--- config.mk ---
export PLATFORM = sky130hd
export DESIGN_NAME = icdf_lerp
export DESIGN_NICKNAME = d
export VERILOG_FILES = /design/src/rtl/icdf_pkg.sv /design/src/rtl/icdf_lerp.sv
export SDC_FILE = /design/constraint.sdc
export NUM_CORES = 2
export LEC_CHECK = 0
export ABC_AREA = 1
export ABC_CLOCK_PERIOD_IN_PS = 16500
export BUFFER_PORTS_ARGS = -buffer_cell sky130_fd_sc_hd__buf_4
export CAP_MARGIN = 0
export CORE_ASPECT_RATIO = 1.75
export CORE_UTILIZATION = 70
export CTS_CLUSTER_DIAMETER = 40
export DETAILED_ROUTE_END_ITERATION = 8
export GPL_ROUTABILITY_DRIVEN = 0
export PLACE_DENSITY = 0.89
export SLEW_MARGIN = 20
export SYNTH_ARGS = -nofsm -noshare
export SYNTH_HDL_FRONTEND = slang
export SYNTH_SLANG_ARGS = --single-unit
--- constraint.sdc ---
create_clock -name i_clk -period 16.5 [get_ports i_clk]
set_clock_uncertainty 0.2 [all_clocks]
set_input_delay 0.825 -clock i_clk [delete_from_list [all_inputs] [get_ports i_clk]]
set_output_delay 0.825 -clock i_clk [all_outputs]
set_load 0.05 [all_outputs]
--- src/rtl/icdf_pkg.sv ---
// shared types, constants and codes for the inverse cdf table lookup unit
// no dependencies; imported by every module of the block
`default_nettype none

package icdf_pkg;

    // table geometry
    localparam int TABLE_SIZE = 1024;
    localparam int MAX_ROWS   = 16;
    localparam int IDX_W      = $clog2(TABLE_SIZE);
    localparam int ROW_W      = $clog2(MAX_ROWS);
    localparam int ADDR_W     = ROW_W + IDX_W;
    localparam int DEPTH      = MAX_ROWS * TABLE_SIZE;

    // field widths
    localparam int OP_W      = 2;
    localparam int ROWIN_W   = 4;
    localparam int ENTIN_W   = 10;
    localparam int AGE_W     = 38;
    localparam int CNT_W     = 32;
    localparam int Z_W       = 32;
    localparam int UNI_W     = 32;
    localparam int EVT_W     = 16;
    localparam int MASS_W    = 32;
    localparam int ST_W      = 3;
    localparam int MODEL_W   = 2;
    localparam int ASSOC_W   = 8;
    localparam int RIU_W     = 5;
    localparam int CFG_IDX_W = 2;

    // input tdata layout, lowest bit first
    localparam int OFF_ROW  = 0;
    localparam int OFF_ENT  = OFF_ROW + ROWIN_W;
    localparam int OFF_AGE  = OFF_ENT + ENTIN_W;
    localparam int OFF_CNT  = OFF_AGE + AGE_W;
    localparam int OFF_GZ   = OFF_CNT + CNT_W;
    localparam int OFF_UNI  = OFF_GZ + Z_W;
    localparam int OFF_EVT  = OFF_UNI + UNI_W;
    localparam int OFF_MASS = OFF_EVT + EVT_W;
    localparam int OFF_LZ   = OFF_MASS + MASS_W;
    localparam int IN_BITS  = OFF_LZ + Z_W;
    localparam int IN_TDATA_W  = ((IN_BITS + 7) / 8) * 8;
    localparam int OUT_TDATA_W = ((AGE_W + 7) / 8) * 8;

    // arithmetic
    localparam int PROD_W = 64;
    localparam int MUL_W  = 32;
    localparam int AU_W   = ASSOC_W + UNI_W;
    localparam int AC_W   = ASSOC_W + EVT_W;
    localparam int TQ_W   = PROD_W - 8;
    localparam int DEN_W  = 32;
    localparam int FRAC_W = 25;
    localparam int QUO_W  = FRAC_W + 1;
    localparam int QCNT_W = $clog2(QUO_W);

    localparam logic [AGE_W-1:0] LATE_AGE_RST = 38'd138000000000;

    typedef enum logic [OP_W-1:0] {
        OP_QUERY      = 2'd0,
        OP_LOAD_ENTRY = 2'd1,
        OP_LOAD_ROW   = 2'd2,
        OP_NONE       = 2'd3
    } t_op;

    typedef enum logic [ST_W-1:0] {
        ST_INTERP    = 3'd0,
        ST_BELOW     = 3'd1,
        ST_BEYOND    = 3'd2,
        ST_LOAD_DONE = 3'd3,
        ST_BAD_MODEL = 3'd4
    } t_status;

    typedef enum logic [MODEL_W-1:0] {
        MODEL_METAL    = 2'd0,
        MODEL_SINGLE_A = 2'd1,
        MODEL_SINGLE_B = 2'd2,
        MODEL_INVALID  = 2'd3
    } t_model;

    typedef enum logic [CFG_IDX_W-1:0] {
        CFG_MODEL = 2'd0,
        CFG_ASSOC = 2'd1,
        CFG_ROWS  = 2'd2,
        CFG_LATE  = 2'd3
    } t_cfg_idx;

    typedef enum logic [4:0] {
        S_IDLE, S_TA, S_TB, S_TC, S_Z0, S_ZN, S_ZSCAN,
        S_PRD, S_PMUL, S_PCMP, S_ALO, S_AHI, S_AWT,
        S_RLERP, S_RFIN, S_ZLERP, S_DONE
    } t_state;

    typedef enum logic [1:0] {PR_FIRST, PR_LAST, PR_MID} t_probe;

    typedef enum logic [1:0] {PASS_SINGLE, PASS_UPPER, PASS_LOWER} t_pass;

    typedef enum logic [2:0] {LS_IDLE, LS_NORM, LS_DIV, LS_MUL, LS_ADD} t_lerp_state;

    typedef struct packed {
        logic              start;
        logic [AGE_W-1:0]  a;
        logic [AGE_W-1:0]  b;
        logic [PROD_W-1:0] num;
        logic [PROD_W-1:0] den;
    } t_lerp_req;

    typedef struct packed {
        logic             done;
        logic [AGE_W-1:0] age;
    } t_lerp_rsp;

endpackage

`default_nettype wire

--- src/rtl/icdf_lerp.sv ---
// linear age interpolation a + (b-a)*num/den with a bit-serial divider
// depends on icdf_pkg
`default_nettype none

module icdf_lerp (
    input  logic                i_clk,
    input  logic                i_rst_n,
    input  icdf_pkg::t_lerp_req i_req,
    output icdf_pkg::t_lerp_rsp o_rsp
);
    import icdf_pkg::*;

    t_lerp_state         r_state, n_state;
    logic [AGE_W-1:0]    r_a, r_b, r_age;
    logic [PROD_W-1:0]   r_num, r_den;
    logic [DEN_W:0]      r_rem;
    logic [QUO_W-1:0]    r_quo;
    logic [QCNT_W-1:0]   r_cnt;
    logic [PROD_W-1:0]   r_prod;
    logic                r_neg;
    logic                r_done;

    logic                norm_done;
    logic                rem_ge;
    logic [DEN_W:0]      rem_sub;
    logic [DEN_W-1:0]    num_clamp;
    logic [AGE_W-1:0]    diff;
    logic [AGE_W-1:0]    step;

    assign norm_done = (r_den[PROD_W-1:DEN_W] == '0);
    assign rem_ge    = (r_rem >= {1'b0, r_den[DEN_W-1:0]});
    assign rem_sub   = rem_ge ? (r_rem - {1'b0, r_den[DEN_W-1:0]}) : r_rem;
    assign num_clamp = (r_num[DEN_W-1:0] > r_den[DEN_W-1:0]) ? r_den[DEN_W-1:0]
                                                              : r_num[DEN_W-1:0];
    assign diff      = (r_b >= r_a) ? (r_b - r_a) : (r_a - r_b);
    assign step      = r_prod[FRAC_W +: AGE_W];

    always_comb begin
        n_state = r_state;
        unique case (r_state)
            LS_IDLE: begin
                if (i_req.start && (i_req.den != '0)) begin
                    n_state = LS_NORM;
                end
            end
            LS_NORM: if (norm_done) n_state = LS_DIV;
            LS_DIV:  if (r_cnt == '0) n_state = LS_MUL;
            LS_MUL:  n_state = LS_ADD;
            LS_ADD:  n_state = LS_IDLE;
            default: n_state = LS_IDLE;
        endcase
    end

    always_ff @(posedge i_clk) begin
        if (!i_rst_n) begin
            r_state <= LS_IDLE;
            r_done  <= 1'b0;
        end else begin
            r_state <= n_state;
            r_done  <= (r_state == LS_ADD) ||
                       ((r_state == LS_IDLE) && i_req.start && (i_req.den == '0));
        end
    end

    always_ff @(posedge i_clk) begin
        case (r_state)
            LS_IDLE: begin
                r_a   <= i_req.a;
                r_b   <= i_req.b;
                r_num <= i_req.num;
                r_den <= i_req.den;
                if (i_req.start) begin
                    r_age <= i_req.a;
                end
            end
            LS_NORM: begin
                if (!norm_done) begin
                    r_num <= r_num >> 1;
                    r_den <= r_den >> 1;
                end else begin
                    r_rem <= {1'b0, num_clamp};
                    r_quo <= '0;
                    r_cnt <= QCNT_W'(QUO_W - 1);
                end
            end
            LS_DIV: begin
                // one quotient bit per cycle, integer bit first
                r_quo <= {r_quo[QUO_W-2:0], rem_ge};
                r_rem <= {rem_sub[DEN_W-1:0], 1'b0};
                r_cnt <= r_cnt - 1'b1;
            end
            LS_MUL: begin
                r_prod <= PROD_W'(diff) * PROD_W'(r_quo);
                r_neg  <= (r_b < r_a);
            end
            LS_ADD: begin
                r_age <= r_neg ? (r_a - step) : (r_a + step);
            end
            default: ;
        endcase
    end

    assign o_rsp.done = r_done;
    assign o_rsp.age  = r_age;

endmodule

`default_nettype wire

==> results of run 1 <==
## cells by family after synthesis
group | after synthesis
AOI/OAI and AO/OA | 717
buffers and inverters | 1741
xor gates and xnor gates | 160
DFF | 349
adders and majority gates | 1236
and+or+nand+nor | 2960
## through the flow
stage / instance area [um^2] / hold slack, ns / worst slack (ns) / std cells / utilization (%)
2_1_floorplan: 56600 / 0.269 / 7.91 / 7163 / -
3_5_place_dp: 59100 / 0.308 / 5.43 / 8249 / 73.9
3_3_place_gp: 59100 / 0.301 / 5.54 / 8249 / 73.9
4_1_cts: 60800 / 0.121 / 5.41 / 8340 / 76.1
## cell usage after synthesis (44+ instances only)
cell type | n | area, um^2
a21oi_1 | 289 | 1450
a31oi_1 | 44 | 275
buf_2 | 87 | 435
clkbuf_1 | 147 | 552
edfxtp_1 | 345 | 10400
fa_1 | 864 | 17300
ha_1 | 372 | 4650
inv_1 | 1448 | 5440
nand2_1 | 1504 | 5650
nand3_1 | 327 | 1640
nor2_1 | 928 | 3480
o21ai_0 | 245 | 1230
xnor2_1 | 45 | 394
xor2_1 | 115 | 1010
## per-layer routing
metal	GRT usage, %	overflow
met3	54.8	13
met4	72.3	195
met1	64.5	13
met5	28.4	2
met2	87.6	353
==> flow_metrics.env, run 1 <==
export IMPL_outcome="aborted with a tool error"
export IMPL_stop_stage="global routing"
export IMPL_firstError="[ERROR GRT-0116] Global routing finished with congestion. Check the congestion regions in the DRC Viewer."
export IMPL_synth_compound_area_share_pct=7.09
export IMPL_overflow=576
export IMPL_grt_max_degree=82
export IMPL_placement_io_buffers=245
export IMPL_synth_edf_count=345
export IMPL_synthFlopType="edfxtp_1"
export IMPL_clk_path_buf_depth=3
export IMPL_ys_seq_elements=349
export IMPL_cts_hold_buf=0
export IMPL_async_flop_share_pct=0
export IMPL_yosysSeqAreaShare_pct=18.4
export IMPL_die_x_um=217
export IMPL_netlist_instances=7163
export IMPL_grt_pass1_wl_um=417000
export IMPL_syn_area_mm2=0.0566
export IMPL_initial_utilization_pct=70.8
export IMPL_grt_pass1_vias=63600
export IMPL_synthAdderAreaFrac_pct=38.8
export IMPL_yosys_warnings=0
export IMPL_synthSimpleGateAreaFrac_pct=21.3
export IMPL_synth_nets=8606
export IMPL_root_buffer="clkbuf_16"
export IMPL_synth_xor_area_share_pct=2.48
export IMPL_die_h_um=378
export IMPL_yosysUniqueCellTypes=58
export IMPL_io_pins=246
export IMPL_cts_sinks=349
export IMPL_cts_made_buffers=49
export IMPL_rows=137
export IMPL_post_cts_setup_buffers=0
export IMPL_cts_repair_resized=0
export IMPL_cts_htree_levels=2
export IMPL_synthMuxAreaShare_pct=0
export IMPL_hpwl_um=169000
export IMPL_syn_avg_cell_area_um2=7.90
export IMPL_synth_top_family_by_area="adder cells"
export IMPL_track_usage_pct=69.1
==> run 2: changes to the inputs <==
--- a/config.mk
+++ b/config.mk
@@ -9,12 +9,10 @@
 export ABC_CLOCK_PERIOD_IN_PS = 16500
 export BUFFER_PORTS_ARGS = -buffer_cell sky130_fd_sc_hd__buf_4
 export CAP_MARGIN = 0
-export CORE_ASPECT_RATIO = 1.75
-export CORE_UTILIZATION = 70
-export CTS_CLUSTER_DIAMETER = 40
+export CORE_UTILIZATION = 40
 export DETAILED_ROUTE_END_ITERATION = 8
 export GPL_ROUTABILITY_DRIVEN = 0
-export PLACE_DENSITY = 0.89
+export PLACE_DENSITY_LB_ADDON = 0.15
 export SLEW_MARGIN = 20
 export SYNTH_ARGS = -nofsm -noshare
 export SYNTH_HDL_FRONTEND = slang
==> run 2 against run 1 <==
The run now ends clean. Area after synthesis unchanged. Synthesized cell count unchanged.
==> flow_metrics.env, run 2 <==
export IMPL_yosys_warnings=0
export IMPL_tritoncts="built"
export IMPL_cp_startpoint="r_a[1]"
export IMPL_layout_commonest_cell="nand2_1"
export IMPL_drt_iter0_markers=4642
export IMPL_end_kind="flip-flop"
export IMPL_highest_layer="met5"
export IMPL_drive_gt1_share_pct=6.43
export IMPL_r2r_slack_ns=4.75
export IMPL_setup_viol=0
export IMPL_slowest_delay_ns=0.75
export IMPL_syn2layout_area_growth_pct=8.85
export IMPL_cts_hold_buf=0
export IMPL_finalCritPeriodShare_pct=71.2
export IMPL_drcViolationCount=0
export IMPL_route_met3_wl_um=18900
export IMPL_max_freq_ghz=0.0851
export IMPL_ant_nets=0
export IMPL_core_area_mm2=0.140
export IMPL_start_kind="flip-flop"
export IMPL_track_usage_pct=28.4
export IMPL_worstReg2RegEnd="r_prod[45]"
export IMPL_vias=48700
export IMPL_hold_worst_slack_ns=0.196
export IMPL_synth_top_area_share_pct=30.6
export IMPL_rsz0062_at_grt="no"
export IMPL_ff2ff_path_depth=37
export IMPL_grt_max_degree=82
export IMPL_hpwl_um=163000
export IMPL_path_class="reg -> reg"
export IMPL_rows=137
export IMPL_slew_headroom_pct=25.7
export IMPL_async_flop_share_pct=0
export IMPL_io_pins=246
export IMPL_nets=8704
export IMPL_clk_pin_slew_worst_paths_ns=0.07
export IMPL_tns_ns=0
export IMPL_fillers=14500
export IMPL_worstPathArrival_ns=11.88
export IMPL_clk_path_buf_depth=3
export IMPL_drv_cap=0
export IMPL_drt_pass1_iterations=6
export IMPL_netlist_instances=7163
export IMPL_root_buffer="clkbuf_16"
export IMPL_wl_per_cell_um=22.1
export IMPL_worst_pin_slew_ns=1.11
export IMPL_synth_nets=8606
export IMPL_cts_htree_levels=2
export IMPL_ys_seq_elements=349
export IMPL_grt_pass1_wl_um=305000
export IMPL_hp_class="in -> reg"
export IMPL_finalCriticalPeriod_ns=11.75
export IMPL_routed_wl_um=202000
export IMPL_synthFlopType="edfxtp_1"
export IMPL_synth_edf_count=345
export IMPL_r2r_start="r_a[1]"
export IMPL_cts_made_buffers=42
export IMPL_clk_latency_ns=0.61
export IMPL_cts_sinks=349
export IMPL_yosysUniqueCellTypes=58
export IMPL_overflow=0
export IMPL_outcome="finished, final reports clean"
export IMPL_synth_area_top_cells="fa_1, edfxtp_1, nand2_1, inv_1, ha_1"
export IMPL_post_cts_setup_buffers=0
export IMPL_syn_area_mm2=0.0566
export IMPL_yosysSeqAreaShare_pct=18.4
export IMPL_post_place_ws_ns=5.08
export IMPL_met1Wirelength_um=86100
export IMPL_critPathMaxFanout=37
export IMPL_cts_repair_resized=0
export IMPL_die_x_um=378
export IMPL_endpoint="r_prod[45]"
export IMPL_grt_pass1_vias=48800
export IMPL_cp_slowest_cell="inv_1"
export IMPL_synth_area_leader_cell="fa_1"
export IMPL_setup_slack_ns=4.75
export IMPL_via_per_inst=5.31
export IMPL_grt_antenna_before_repair=5
export IMPL_finalMaxSlewViolations=0
export IMPL_synthTopCellsByCount="nand2_1, inv_1, nor2_1, fa_1, ha_1"
export IMPL_placement_io_buffers=245
export IMPL_critPathRequiredTime_ns=16.63
export IMPL_initial_utilization_pct=40.5
export IMPL_die_area_mm2=0.143
export IMPL_synth_most_common_cell="nand2_1"
export IMPL_finalHoldViolCount=0
export IMPL_die_h_um=378
export IMPL_final_cell_mix="nand2_1, inv_1, nor2_1"
export IMPL_largestRegisters="r_den: 64 flops, r_num: 64 flops"
export IMPL_syn_avg_cell_area_um2=7.90
export IMPL_wl_met2_um=89900
-- run 2: cell counts after synthesis --
Identical to the previous run, type by type.
-- run 2: how the worst min path moves through the flow --
stage	start	end	slack, ns	depth (start not counted)
after floorplan	r_state[2]	r_state[2]	0.27	1
after global placement	r_num[56]	r_num[55]	0.30	2
after detailed placement	r_num[34]	r_num[33]	0.31	2
after CTS	i_req[146]	r_b[18]	0.17	1
after global routing	i_req[146]	r_b[18]	0.17	1
final	i_req[144]	r_b[16]	0.20	1
-- run 2: logic make-up after synthesis --
family	Yosys count	share of synthesized area [%]
and+or+nand+nor	2960	21.3
xor gates and xnor gates	160	2.48
AOI/OAI and AO/OA	717	7.09
buffers and inverters	1741	11.9
adders and majority gates	1236	38.8
DFF	349	18.4
-- run 2: per-layer routing --
layer  vias to the layer above  GRT usage (%)
met5                         -          0.309
met4                         2           9.40
met3                       363           5.82
met2                      2194           44.3
met1                     24000           39.2
li1                      22100              -
-- run 2: layout make-up --
class	instances	area, um^2	area share (%)
antenna	1	2.50	0.00406
multi-input combinational	5073	39500	64.1
clock buffer	54	1130	1.83
sequential	349	10400	16.9
timing repair buffer	307	2320	3.77
inverter	1488	5590	9.07
tap	1876	2350	3.81
clock inverter	21	264	0.429
-- run 2: through the flow --
stage	instances	utilization, %	cell area [um^2]
after floorplan	7163	-	56600
after global placement	9092	43.0	60200
final	9169	44.0	61600
after CTS	9167	44.0	61600
after global routing	9168	44.0	61600
after detailed placement	9092	43.0	60200
-- run 2: critical path: cells and delay by family, from the launching register on --
kind            cells  cell delay [ns]
fa+ha+maj           9             4.53
flops               1             0.56
xor+xnor            1             0.56
compound gates      4             1.20
buf+inv            10             1.86
simple gates       13             2.51
Power of run 2 is left out: the tool's default activity adds up to more than one toggle a clock period on the data nets, which glitch-free logic cannot reach.
